`config.mk`:
```
export PLATFORM = sky130hd
export DESIGN_NAME = http_body_chunk_deframer_core
export DESIGN_NICKNAME = d
export VERILOG_FILES = /design/src/design/hbcd_pkg.sv /design/src/design/http_body_chunk_deframer_core.sv
export SDC_FILE = /design/constraint.sdc
export NUM_CORES = 1
export LEC_CHECK = 0
export BUFFER_PORTS_ARGS = -buffer_cell sky130_fd_sc_hd__clkbuf_2
export CORE_MARGIN = 1.5
export CORE_UTILIZATION = 50
export DETAILED_ROUTE_END_ITERATION = 16
export GPL_ROUTABILITY_DRIVEN = 1
export GPL_TIMING_DRIVEN = 0
export PLACE_DENSITY = 0.72
export SLEW_MARGIN = 20
export SYNTH_ARGS = -nofsm -noshare
export SYNTH_HDL_FRONTEND = slang
export SYNTH_SLANG_ARGS = --single-unit
```
`constraint.sdc`:
```
create_clock -name clock -period 5.3 [get_ports clock]
set_input_delay 0.53 -clock clock [delete_from_list [all_inputs] [get_ports clock]]
set_output_delay 0.53 -clock clock [all_outputs]
set_load 0.01 [all_outputs]
```
`src/design/hbcd_pkg.sv`:
```
// Shared types, constants and helpers for the HTTP body chunk deframer.
// Depends on nothing; the core takes these by scoped names.

package hbcd_pkg;

   // Default width of the size, chunk and body counters
   localparam int COUNT_BITS_DEF = 31;

   // Widths fixed by the beat fields and the register map
   localparam int BYTE_BITS   = 8;
   localparam int LEN_BITS    = 31;
   localparam int CSR_DW      = 32;
   localparam int CSR_AW      = 3;
   localparam int CMP_BITS    = 32;

   // Framing characters
   localparam logic [BYTE_BITS-1:0] CHAR_CR = 8'h0D;
   localparam logic [BYTE_BITS-1:0] CHAR_LF = 8'h0A;
   localparam logic [BYTE_BITS-1:0] CHAR_SP = 8'h20;

   // Register indexes, taken from paddr[2]
   typedef enum logic {
      REG_CHUNKED_MODE   = 1'b0,
      REG_CONTENT_LENGTH = 1'b1
   } reg_idx_type;

   // Error codes carried on the result beat
   typedef enum logic [1:0] {
      ERR_NONE     = 2'd0,
      ERR_BAD_CHAR = 2'd1,
      ERR_NO_CRLF  = 2'd2,
      ERR_SIZE_OVF = 2'd3
   } err_type;

   // Decoder phases; the error phases hold the sticky error
   typedef enum logic [7:0] {
      PH_SIZE     = 8'b0000_0001,
      PH_SIZE_LF  = 8'b0000_0010,
      PH_DATA     = 8'b0000_0100,
      PH_DATA_CR  = 8'b0000_1000,
      PH_DATA_LF  = 8'b0001_0000,
      PH_ERR_CHAR = 8'b0010_0000,
      PH_ERR_CRLF = 8'b0100_0000,
      PH_ERR_OVF  = 8'b1000_0000
   } phase_type;

   // One result beat
   typedef struct packed {
      logic                 has_byte;
      logic [BYTE_BITS-1:0] payload_byte;
      logic                 body_end;
      logic [1:0]           error_code;
   } rsp_type;

   // Decode an ASCII hex digit: bit 4 marks a valid digit, bits 3:0 its value
   function automatic logic [4:0] hex_digit(input logic [BYTE_BITS-1:0] c);
      logic [4:0] r;
      r = 5'b0_0000;
      if (c >= 8'h30 && c <= 8'h39) begin
         r = {1'b1, 4'(c - 8'h30)};
      end else if (c >= 8'h61 && c <= 8'h66) begin
         r = {1'b1, 4'(c - 8'h57)};
      end else if (c >= 8'h41 && c <= 8'h46) begin
         r = {1'b1, 4'(c - 8'h37)};
      end
      return r;
   endfunction

endpackage

```
`src/design/http_body_chunk_deframer_core.sv`:
```
// HTTP message body deframer core: chunked and content-length body decoding.
// Depends on hbcd_pkg for phases, error codes, the result struct and hex decode.
//
// A result beat is registered in the result queue before it appears on rsp_*.
// Throughput: one byte per cycle; each byte is a single state update in front of
// a two-slot result queue, and req_tready drops only while both slots are full.
// Reset (synchronous, active high) clears the decoder state, the counters, both
// registers and the result queue; the block takes bytes in the next cycle.

module http_body_chunk_deframer_core #(
   parameter int COUNT_BITS = hbcd_pkg::COUNT_BITS_DEF
) (
   input  logic                          clock,
   input  logic                          reset,
   // Byte channel
   input  logic                          req_tvalid,
   output logic                          req_tready,
   input  logic [hbcd_pkg::BYTE_BITS-1:0] req_tdata,   // [7:0] byte_in
   // Result channel
   output logic                          rsp_tvalid,
   input  logic                          rsp_tready,
   output logic [hbcd_pkg::BYTE_BITS-1:0] rsp_tdata,   // [7:0] payload_byte
   output logic                          rsp_tlast,   // body_end
   output logic [2:0]                    rsp_tuser,   // [0] has_byte, [2:1] error_code
   // Register port
   input  logic                          csr_psel,
   input  logic                          csr_penable,
   input  logic                          csr_pwrite,
   input  logic [hbcd_pkg::CSR_AW-1:0]   csr_paddr,
   input  logic [hbcd_pkg::CSR_DW-1:0]   csr_pwdata,
   output logic [hbcd_pkg::CSR_DW-1:0]   csr_prdata,
   output logic                          csr_pready
);

   localparam logic [COUNT_BITS-1:0] CNT_MAX = {COUNT_BITS{1'b1}};

   // Registers
   logic                               chunked_mode_ff;
   logic [hbcd_pkg::LEN_BITS-1:0]      content_length_ff;
   hbcd_pkg::phase_type                phase_ff, phase_in;
   logic [COUNT_BITS-1:0]              size_accum_ff, size_accum_in;
   logic [COUNT_BITS-1:0]              bytes_left_ff, bytes_left_in;
   logic [COUNT_BITS-1:0]              body_count_ff, body_count_in;
   logic                               finished_ff, finished_in;

   // Result queue: slot 0 is the head
   logic                               out0_valid_ff, out1_valid_ff;
   hbcd_pkg::rsp_type                  out0_ff, out1_ff;

   // Step signals
   logic                               accept;
   logic                               emit;
   hbcd_pkg::rsp_type                  res;
   logic [4:0]                         hex;
   logic [COUNT_BITS-1:0]              count_inc;
   logic [COUNT_BITS-1:0]              left_dec;
   logic                               len_reached;
   logic                               csr_write;
   logic                               pop;

   assign accept    = req_tvalid && req_tready;
   assign pop       = out0_valid_ff && rsp_tready;
   assign csr_write = csr_psel && csr_penable && csr_pwrite && csr_pready;

   // Register port
   assign csr_pready = 1'b1;

   always_comb begin
      unique case (hbcd_pkg::reg_idx_type'(csr_paddr[2]))
         hbcd_pkg::REG_CHUNKED_MODE:
            csr_prdata = {{(hbcd_pkg::CSR_DW-1){1'b0}}, chunked_mode_ff};
         hbcd_pkg::REG_CONTENT_LENGTH:
            csr_prdata = {{(hbcd_pkg::CSR_DW-hbcd_pkg::LEN_BITS){1'b0}}, content_length_ff};
         default:
            csr_prdata = '0;
      endcase
   end

   always_ff @(posedge clock) begin
      if (reset) begin
         chunked_mode_ff   <= 1'b0;
         content_length_ff <= '0;
      end else if (csr_write) begin
         unique case (hbcd_pkg::reg_idx_type'(csr_paddr[2]))
            hbcd_pkg::REG_CHUNKED_MODE:   chunked_mode_ff   <= csr_pwdata[0];
            hbcd_pkg::REG_CONTENT_LENGTH: content_length_ff <= csr_pwdata[hbcd_pkg::LEN_BITS-1:0];
            default: ;
         endcase
      end
   end

   // Decode one byte against the current state
   assign hex         = hbcd_pkg::hex_digit(req_tdata);
   assign count_inc   = (body_count_ff != CNT_MAX) ? body_count_ff + 1'b1 : body_count_ff;
   assign left_dec    = (bytes_left_ff != '0) ? bytes_left_ff - 1'b1 : bytes_left_ff;
   assign len_reached = (content_length_ff != '0) &&
                        (hbcd_pkg::CMP_BITS'(count_inc) >=
                         hbcd_pkg::CMP_BITS'(content_length_ff));

   always_comb begin
      phase_in      = phase_ff;
      size_accum_in = size_accum_ff;
      bytes_left_in = bytes_left_ff;
      body_count_in = body_count_ff;
      finished_in   = finished_ff;
      emit          = 1'b0;
      res           = '0;

      unique case (phase_ff)
         // Sticky errors: report on every byte
         hbcd_pkg::PH_ERR_CHAR: begin
            emit           = 1'b1;
            res.error_code = hbcd_pkg::ERR_BAD_CHAR;
         end
         hbcd_pkg::PH_ERR_CRLF: begin
            emit           = 1'b1;
            res.error_code = hbcd_pkg::ERR_NO_CRLF;
         end
         hbcd_pkg::PH_ERR_OVF: begin
            emit           = 1'b1;
            res.error_code = hbcd_pkg::ERR_SIZE_OVF;
         end
         default: begin
            if (finished_ff) begin
               // body is over: drop the byte
            end else if (!chunked_mode_ff) begin
               // Length mode: pass the byte, count it, end at the length if it is nonzero
               body_count_in    = count_inc;
               emit             = 1'b1;
               res.has_byte     = 1'b1;
               res.payload_byte = req_tdata;
               res.body_end     = len_reached;
               finished_in      = len_reached;
            end else begin
               unique case (phase_ff)
                  hbcd_pkg::PH_SIZE: begin
                     if (req_tdata == hbcd_pkg::CHAR_SP) begin
                        // skip
                     end else if (req_tdata == hbcd_pkg::CHAR_CR) begin
                        phase_in = hbcd_pkg::PH_SIZE_LF;
                     end else if (!hex[4]) begin
                        phase_in       = hbcd_pkg::PH_ERR_CHAR;
                        emit           = 1'b1;
                        res.error_code = hbcd_pkg::ERR_BAD_CHAR;
                     end else if (size_accum_ff[COUNT_BITS-1 -: 4] != 4'h0) begin
                        phase_in       = hbcd_pkg::PH_ERR_OVF;
                        emit           = 1'b1;
                        res.error_code = hbcd_pkg::ERR_SIZE_OVF;
                     end else begin
                        size_accum_in = {size_accum_ff[COUNT_BITS-5:0], hex[3:0]};
                     end
                  end
                  hbcd_pkg::PH_SIZE_LF: begin
                     if (req_tdata != hbcd_pkg::CHAR_LF) begin
                        phase_in       = hbcd_pkg::PH_ERR_CHAR;
                        emit           = 1'b1;
                        res.error_code = hbcd_pkg::ERR_BAD_CHAR;
                     end else if (size_accum_ff == '0) begin
                        // last chunk: end the body
                        finished_in  = 1'b1;
                        phase_in     = hbcd_pkg::PH_SIZE;
                        emit         = 1'b1;
                        res.body_end = 1'b1;
                     end else begin
                        bytes_left_in = size_accum_ff;
                        size_accum_in = '0;
                        phase_in      = hbcd_pkg::PH_DATA;
                     end
                  end
                  hbcd_pkg::PH_DATA: begin
                     bytes_left_in    = left_dec;
                     if (left_dec == '0) begin
                        phase_in = hbcd_pkg::PH_DATA_CR;
                     end
                     emit             = 1'b1;
                     res.has_byte     = 1'b1;
                     res.payload_byte = req_tdata;
                  end
                  hbcd_pkg::PH_DATA_CR: begin
                     if (req_tdata != hbcd_pkg::CHAR_CR) begin
                        phase_in       = hbcd_pkg::PH_ERR_CRLF;
                        emit           = 1'b1;
                        res.error_code = hbcd_pkg::ERR_NO_CRLF;
                     end else begin
                        phase_in = hbcd_pkg::PH_DATA_LF;
                     end
                  end
                  default: begin
                     // trailing LF of the chunk
                     if (req_tdata != hbcd_pkg::CHAR_LF) begin
                        phase_in       = hbcd_pkg::PH_ERR_CRLF;
                        emit           = 1'b1;
                        res.error_code = hbcd_pkg::ERR_NO_CRLF;
                     end else begin
                        phase_in = hbcd_pkg::PH_SIZE;
                     end
                  end
               endcase
            end
         end
      endcase
   end

   // Advance decoder state on an accepted beat
   always_ff @(posedge clock) begin
      if (reset) begin
         phase_ff      <= hbcd_pkg::PH_SIZE;
         size_accum_ff <= '0;
         bytes_left_ff <= '0;
         body_count_ff <= '0;
         finished_ff   <= 1'b0;
      end else if (accept) begin
         phase_ff      <= phase_in;
         size_accum_ff <= size_accum_in;
         bytes_left_ff <= bytes_left_in;
         body_count_ff <= body_count_in;
         finished_ff   <= finished_in;
      end
   end

   // Result queue: take a new byte while slot 1 is free, even while one beat waits downstream
   assign req_tready = !out1_valid_ff;

   always_ff @(posedge clock) begin
      if (reset) begin
         out0_valid_ff <= 1'b0;
         out1_valid_ff <= 1'b0;
      end else if (pop) begin
         if (out1_valid_ff) begin
            out1_valid_ff <= accept && emit;
         end else begin
            out0_valid_ff <= accept && emit;
         end
      end else if (accept && emit) begin
         if (out0_valid_ff) begin
            out1_valid_ff <= 1'b1;
         end else begin
            out0_valid_ff <= 1'b1;
         end
      end
   end

   // Hold queued beats; a pop shifts slot 1 to the head, else a free slot takes the new result
   always_ff @(posedge clock) begin
      if (pop) begin
         if (out1_valid_ff) begin
            out0_ff <= out1_ff;
            out1_ff <= res;
         end else begin
            out0_ff <= res;
         end
      end else if (accept && emit) begin
         if (out0_valid_ff) begin
            out1_ff <= res;
         end else begin
            out0_ff <= res;
         end
      end
   end

   assign rsp_tvalid = out0_valid_ff;
   assign rsp_tdata  = out0_ff.payload_byte;
   assign rsp_tlast  = out0_ff.body_end;
   assign rsp_tuser  = {out0_ff.error_code, out0_ff.has_byte};

   // Checks
   a_queue_order: assert property (@(posedge clock) disable iff (reset)
      out1_valid_ff |-> out0_valid_ff)
      else $error("result slot 1 full while head is empty");

   a_error_sticky: assert property (@(posedge clock) disable iff (reset)
      (phase_ff == hbcd_pkg::PH_ERR_CHAR || phase_ff == hbcd_pkg::PH_ERR_CRLF ||
       phase_ff == hbcd_pkg::PH_ERR_OVF) |=> $stable(phase_ff))
      else $error("error phase left before reset");

   a_error_beat: assert property (@(posedge clock) disable iff (reset)
      (rsp_tvalid && rsp_tuser[2:1] != hbcd_pkg::ERR_NONE) |->
      (!rsp_tuser[0] && !rsp_tlast))
      else $error("error beat carries data or end mark");

   a_finished_sticky: assert property (@(posedge clock) disable iff (reset)
      finished_ff |=> finished_ff)
      else $error("end of body cleared before reset");

endmodule
```
==> impl_metrics.json, run 1 <==
{
  "gr-usage-all-layers_pct": 28.41,
  "slowest_stage": "nor3_1",
  "cpPeakStageDelay_ns": 0.64,
  "status": "completed",
  "final-setup-viol-count": 0,
  "maxCapViolCount": 0,
  "routed_via_density": 5.921,
  "crit_family": "simple AND/OR/NAND/NOR gates",
  "synthAdderAreaFrac_pct": 5.045,
  "syn_inst": 1196,
  "crit_path_start_kind": "flop",
  "p_leak_nw": 4.283,
  "crit_fanout": 10,
  "critPathRequiredTime_ns": 5.48,
  "clock-sinks": 160,
  "drc": 0,
  "dp.cells": 1519,
  "synth_area_leaders": "dfxtp_1 (29%), edfxtp_1 (7.6%), nand2_1 (6.8%), nor2_1 (6.2%), a21oi_1 (5.6%)",
  "ys_ff_latch": 160,
  "seq_area_frac_synth_pct": 36.54,
  "slew_headroom_pct": 27.89,
  "vdd_drop_max_mv": 0.2354,
  "tns_ns": 0,
  "clock-root-buffer": "clkbuf_16",
  "synth_xor_area_share_pct": 5.762,
  "instances_no_fill": 1551,
  "end_kind": "flop",
  "drive_gt1_share_pct": 13.06,
  "synth-simple-area-share_pct": 29.66,
  "hp-class": "in2reg",
  "p_switching_mw": 0.7859,
  "wire_per_inst_um": 18.06,
  "fin_nets": 1392,
  "post_cts_buffers": 0,
  "die_w_um": 140.3,
  "cp.arrival_ns": 4.93,
  "io_pins": 97,
  "start_util_pct": 50.72,
  "synth_top_area_share_pct": 28.89,
  "die_y_um": 140.3,
  "drv_slew": 0,
  "ys.flop_type": "dfxtp_1",
  "worst_slew_pin_slew_ns": 1.082,
  "htreeDepth": 4,
  "ys_warn_count": 0,
  "first_pass_iters": 7,
  "io_buffers": 89,
  "synth_edf_count": 24,
  "grt_max_degree": 19,
  "syn_nets": 1284,
  "postRouteWirelength_um": 28010,
  "area_growth_pct": 14.47,
  "p_seq_share_pct": 45.8,
  "rsz0062_at_grt": "false",
  "yosys-top-cells-count": "nand2_1 (170), nor2_1 (155), dfxtp_1 (136)",
  "hold_viol_final": 0,
  "synth_area_leader_cell": "dfxtp_1",
  "grt-ovfl-total": 0,
  "antenna_left": 0,
  "path_clk_slew_ns": 0.07,
  "synth_area_mm2": 0.009424,
  "cts_buffer_depth": 2,
  "numCtsBuffers": 17,
  "cts_tree": "built",
  "die-area_mm2": 0.01968,
  "fill_cells": 1760,
  "drt_iter0_drc": 827,
  "antenna_found_initial": 0,
  "utilization_pct": 58.06,
  "p_per_area_mw_per_mm2": 264.8,
  "syn_area_per_cell_um2": 7.880,
  "synth_most_common_cell": "nand2_1",
  "min_period_ns": 4.748,
  "post_synth_num_cell_types": 70,
  "grt_pass1_wl_um": 44040,
  "power_frac_clock_pct": 44.7,
  "synth.area.mux_share_pct": 2.496,
  "num_vias": 9184,
  "hpwlAfterDp_um": 20940,
  "postCtsHoldBufs": 0,
  "finClkSkew_ns": 0.009102,
  "switching_share_pct": 27.51,
  "crit_buf_inv": 1,
  "clk_latency_ns": 0.43,
  "synth-compound-area-share_pct": 15.89,
  "p_int_mw": 2.071,
  "critPathKind": "reg2reg",
  "antennaDiodeCount": 0,
  "std_cell_rows": 50,
  "async_reset_ff_share_pct": 0,
  "crit_top_cell": "nor3_1",
  "fmax_mhz": 210.6,
  "grt_pass1_vias": 8365,
  "timing.final.crit_share_pct": 89.59,
  "crit_chain": "clkbuf_1 > and4_1 > and3_1 > and4b_1 > nor3_1 > nand3_1 > nor3_1 > xor2_1 > ha_1 > a21o_1 > a211oi_1 > o21ai_0 > a2111oi_0 > a211o_1 > o31ai_1",
  "ctsResizeCount": 0,
  "place_congestion": 0.9879,
  "synth_top_family_by_area": "simple AND/OR/NAND/NOR gates",
  "core_area_mm2": 0.01858,
  "p_comb_share_pct": 9.5
}
## layer usage
layer  track usage [%]  vias up  wire [um]
li1                  -     4461          -
met1             37.79     4305      12630
met2             44.76      348      12550
met3             6.940       70       2018
met4             10.47        0        816
met5                 0        -          0
## area by class of cell
type	instances	area [um2]	share of cell area, %
multi-input cells	929	5569	51.62
flip-flops and latches	160	3443	31.92
repair buffers	89	445.4	4.129
clock buffers	17	425.4	3.943
well taps	234	292.8	2.714
plain buffers	66	272.8	2.528
clock inverters	15	185.2	1.717
inverters	41	153.9	1.427
## cells in the final DEF (no fill, tap or decap), types with 17 or more instances in the layout
| cell type | n |
|---|---|
| nand2_1 | 170 |
| nor2_1 | 155 |
| dfxtp_1 | 136 |
| a21oi_1 | 105 |
| clkbuf_2 | 89 |
| nand3_1 | 57 |
| clkbuf_1 | 55 |
| o21ai_0 | 46 |
| inv_1 | 41 |
| ha_1 | 38 |
| xor2_1 | 33 |
| nor4_1 | 31 |
| xnor2_1 | 29 |
| nor3_1 | 28 |
| edfxtp_1 | 24 |
| nand4_1 | 20 |
| clkbuf_16 | 17 |
## final timing paths
kind / start / to / slack, ns / cells after the start
setup / recovery: body_count_ff[12] / rsp_tlast / 0.55 / 15
hold / removal: csr_pwdata[24] / content_length_ff[24] / 0.31 / 3
setup reg to reg: body_count_ff[12] / rsp_tlast / 0.55 / 15
hold reg to reg: content_length_ff[16] / content_length_ff[16] / 0.48 / 2
## power groups by stage
stage          Sequential (mW)  Combinational, mW  Clock [mW]
6_report                  1.31              0.272        1.28
5_1_grt                   1.31              0.297        1.35
4_1_cts                   1.31              0.271        1.29
3_5_place_dp              1.34              0.270           0
3_3_place_gp              1.33              0.266           0
2_1_floorplan             1.34              0.155           0
## tightest hold or removal path: stages
cell      delay (ns)
clkbuf_2        0.08
nand2_1         0.04
a21oi_1         0.05
## flip-flops by register name (all words and copies together) (netlist names)
signal             cells
phase_ff               8
body_count_ff         31
out1_valid_ff          1
rsp_tdata              8
chunked_mode_ff        1
finished_ff            1
rsp_tuser              3
rsp_tlast              1
size_accum_ff         31
rsp_tvalid             1
out1_ff               12
bytes_left_ff         31
content_length_ff     31
## through the flow
stage	area (um2)	hold slack (ns)	power, mW	worst slack (ns)
4_1_cts	10780	0.3098	2.866	0.7007
6_report	10790	0.3140	2.857	0.5516
3_3_place_gp	10160	0.4573	1.600	0.8013
5_1_grt	10790	0.3107	2.956	0.1956
2_1_floorplan	9424	0.4448	1.499	1.505
3_5_place_dp	10170	0.4685	1.606	0.7991
## logic make-up after synthesis
| group | count (synthesis) |
|---|---|
| xor+xnor | 62 |
| mux | 21 |
| flops | 160 |
| buf+inv | 107 |
| simple gates | 560 |
| fa+ha+maj | 38 |
| compound gates | 246 |
| other cells | 2 |
Note: power is estimated with default switching activity, not from simulation.
==> inputs of run 2 (changes only) <==
Settings changed: PLACE_DENSITY 0.72 to 0.75.
Clock period 5.3 ns to 3.8 ns, I/O delays scaled along.
==> run 2 against run 1 <==
Effect of this change:
- register-to-register slack got worse by 0.45 ns
- total power increased by 42%
- flip-flop and latch count unchanged
- sequential power increased by 39%
- clock skew increased by 0.0040 ns
- utilization increased by 2.1 points
- die area unchanged
- highest routed layer unchanged
==> impl_metrics.json, run 2 (synthesis results as in run 1) <==
{
  "rrSetupSlack_ns": 0.1,
  "die_w_um": 140.3,
  "slowest_stage": "dfxtp_4",
  "hold_viol_final": 0,
  "fin_nets": 1408,
  "clock-sinks": 160,
  "hpwlAfterDp_um": 20910,
  "cts_tree": "built",
  "routed_via_density": 6.160,
  "crit_buf_inv": 1,
  "crit_path_start_kind": "flop",
  "crit_family": "compound AO/OA/AOI/OAI gates",
  "worst_slew_pin_slew_ns": 0.8310,
  "clk_latency_ns": 0.44,
  "r2r-start": "body_count_ff[5]",
  "power_mw": 4.049,
  "maxCapViolCount": 0,
  "worst_r2r_endpoint": "out1_ff[2]",
  "final-setup-viol-count": 0,
  "die-area_mm2": 0.01968,
  "crit_top_cell": "a21o_1",
  "crit_fanout": 6,
  "p_per_area_mw_per_mm2": 362.1,
  "place_congestion": 0.9482,
  "antenna_found_initial": 0,
  "path_clk_slew_ns": 0.07,
  "area_growth_pct": 18.64,
  "critPathRequiredTime_ns": 3.99,
  "drc": 0,
  "p_leak_nw": 4.419,
  "critPathKind": "reg2reg",
  "grt_pass1_wl_um": 45020,
  "first_pass_iters": 6,
  "drive_gt1_share_pct": 18.23,
  "start_util_pct": 50.72,
  "clock-root-buffer": "clkbuf_16",
  "vdd_drop_max_mv": 0.3216,
  "status": "completed",
  "grt-ovfl-total": 0,
  "io_pins": 97,
  "die_y_um": 140.3,
  "postRouteWirelength_um": 29160,
  "std_cell_rows": 50,
  "whs_path_depth": 3,
  "fmax_mhz": 270.2,
  "min_period_ns": 3.701,
  "whs_ns": 0.1712,
  "num_vias": 9652,
  "crit_chain": "and4_4 > and4_4 > and4b_2 > nor3_4 > nand3_4 > nor2_4 > xor2_1 > ha_1 > a21o_1 > a21o_1 > a21o_1 > a21oi_1 > o21ai_2 > a2111oi_4 > a211o_1 > buf_4 > nor2_2",
  "numCtsBuffers": 17,
  "timing.final.crit_share_pct": 97.41,
  "antenna_left": 0,
  "tns_ns": 0,
  "mostFrequentLayoutCell": "nand2_1",
  "finClkSkew_ns": 0.01312,
  "reg2reg_depth": 17,
  "hp-class": "in2reg",
  "final_cell_mix": "nand2_1 (168), nor2_1 (150), dfxtp_1 (116)",
  "core_area_mm2": 0.01858,
  "htreeDepth": 4,
  "end_kind": "flop",
  "grt_pass1_vias": 8747,
  "drv_slew": 0,
  "cpPeakStageDelay_ns": 0.36,
  "postCtsHoldBufs": 0,
  "grt_max_degree": 17,
  "slew_headroom_pct": 44.60,
  "drt_iter0_drc": 1062,
  "holdPathEnd": "content_length_ff[18]",
  "cp.arrival_ns": 3.89,
  "utilization_pct": 60.18,
  "io_buffers": 89,
  "wire_per_inst_um": 18.61,
  "min_from": "csr_pwdata[18]",
  "gr-usage-all-layers_pct": 28.90,
  "cts_buffer_depth": 2,
  "antennaDiodeCount": 0
}
[run 2: changes by cell type in the layout (fill, tap and decap cells not counted), sizes merged]
cell / change
buf: +17
bufinv: +1
clkinvlp: +3
inv: -6
nand3: +1
[run 2: worst max-delay path by stage]
| stage | slack [ns] | cells after the start | end | start |
|---|---|---|---|---|
| 2_1_floorplan | 0.005 | 15 | rsp_tlast | body_count_ff[12] |
| 6_report | 0.1 | 17 | out1_ff[2] | body_count_ff[5] |
| 3_3_place_gp | -0.80 | 15 | rsp_tlast | body_count_ff[12] |
| 5_1_grt | -0.06 | 15 | out1_ff[2] | body_count_ff[5] |
| 3_5_place_dp | -0.77 | 15 | rsp_tlast | body_count_ff[12] |
| 4_1_cts | 0.0008 | 15 | rsp_tlast | body_count_ff[13] |
[run 2: final cells by class]
| cell class | instances | area (um2) |
|---|---|---|
| buffer | 64 | 276.5 |
| clock buffer | 19 | 454.2 |
| clock inverter | 13 | 151.4 |
| fill | 1661 | 7400 |
| inverter | 41 | 153.9 |
| multi-input combinational | 930 | 5791 |
| sequential | 160 | 3491 |
| tap | 234 | 292.8 |
| timing repair buffer | 106 | 570.5 |
[run 2: per-stage QoR]
step                      instances  instance area (um2)  setup slack (ns)
after global routing           1567                11180          -0.05916
after floorplan                1196                 9424          0.005082
after CTS                      1551                10870         0.0007514
final                          1567                11180           0.09856
after detailed placement       1519                10170           -0.7721
after global placement         1519                10160           -0.7981
[run 2: power by group]
group          switching, mW  internal [mW]
Sequential            0.0336           1.79
Combinational          0.260          0.167
Clock                  0.776           1.02
Total                   1.07           2.98
[run 2: worst register-to-register path, stage by stage (launching register included)]
cell and delay [ns]:
dfxtp_4 0.36, and4_4 0.19, and4_4 0.21, and4b_2 0.29, nor3_4 0.29, nand3_4 0.18, nor2_4 0.12, xor2_1 0.08
ha_1 0.19, a21o_1 0.18, a21o_1 0.17, a21o_1 0.16, a21oi_1 0.21, o21ai_2 0.11, a2111oi_4 0.27, a211o_1 0.27
buf_4 0.15, nor2_2 0.03
[run 2: what timing repair did]
| item | in CTS | in global routing |
|---|---|---|
| gates resized for setup | 33 | 49 |
| endpoints found under the setup margin | 15 | 16 |
| pin swaps | 2 | 19 |
| gates cloned | 0 | 1 |
| setup buffers | 2 | 15 |
[run 2: layer usage]
| layer | wire length (um) | track usage (%) | part of all wire (%) |
|---|---|---|---|
| met2 | 13180 | 45.08 | 45 |
| met3 | 2078 | 5.231 | 7.1 |
| met1 | 12730 | 38.96 | 44 |
| met5 | 0 | 0 | 0 |
| met4 | 1172 | 13.35 | 4.0 |
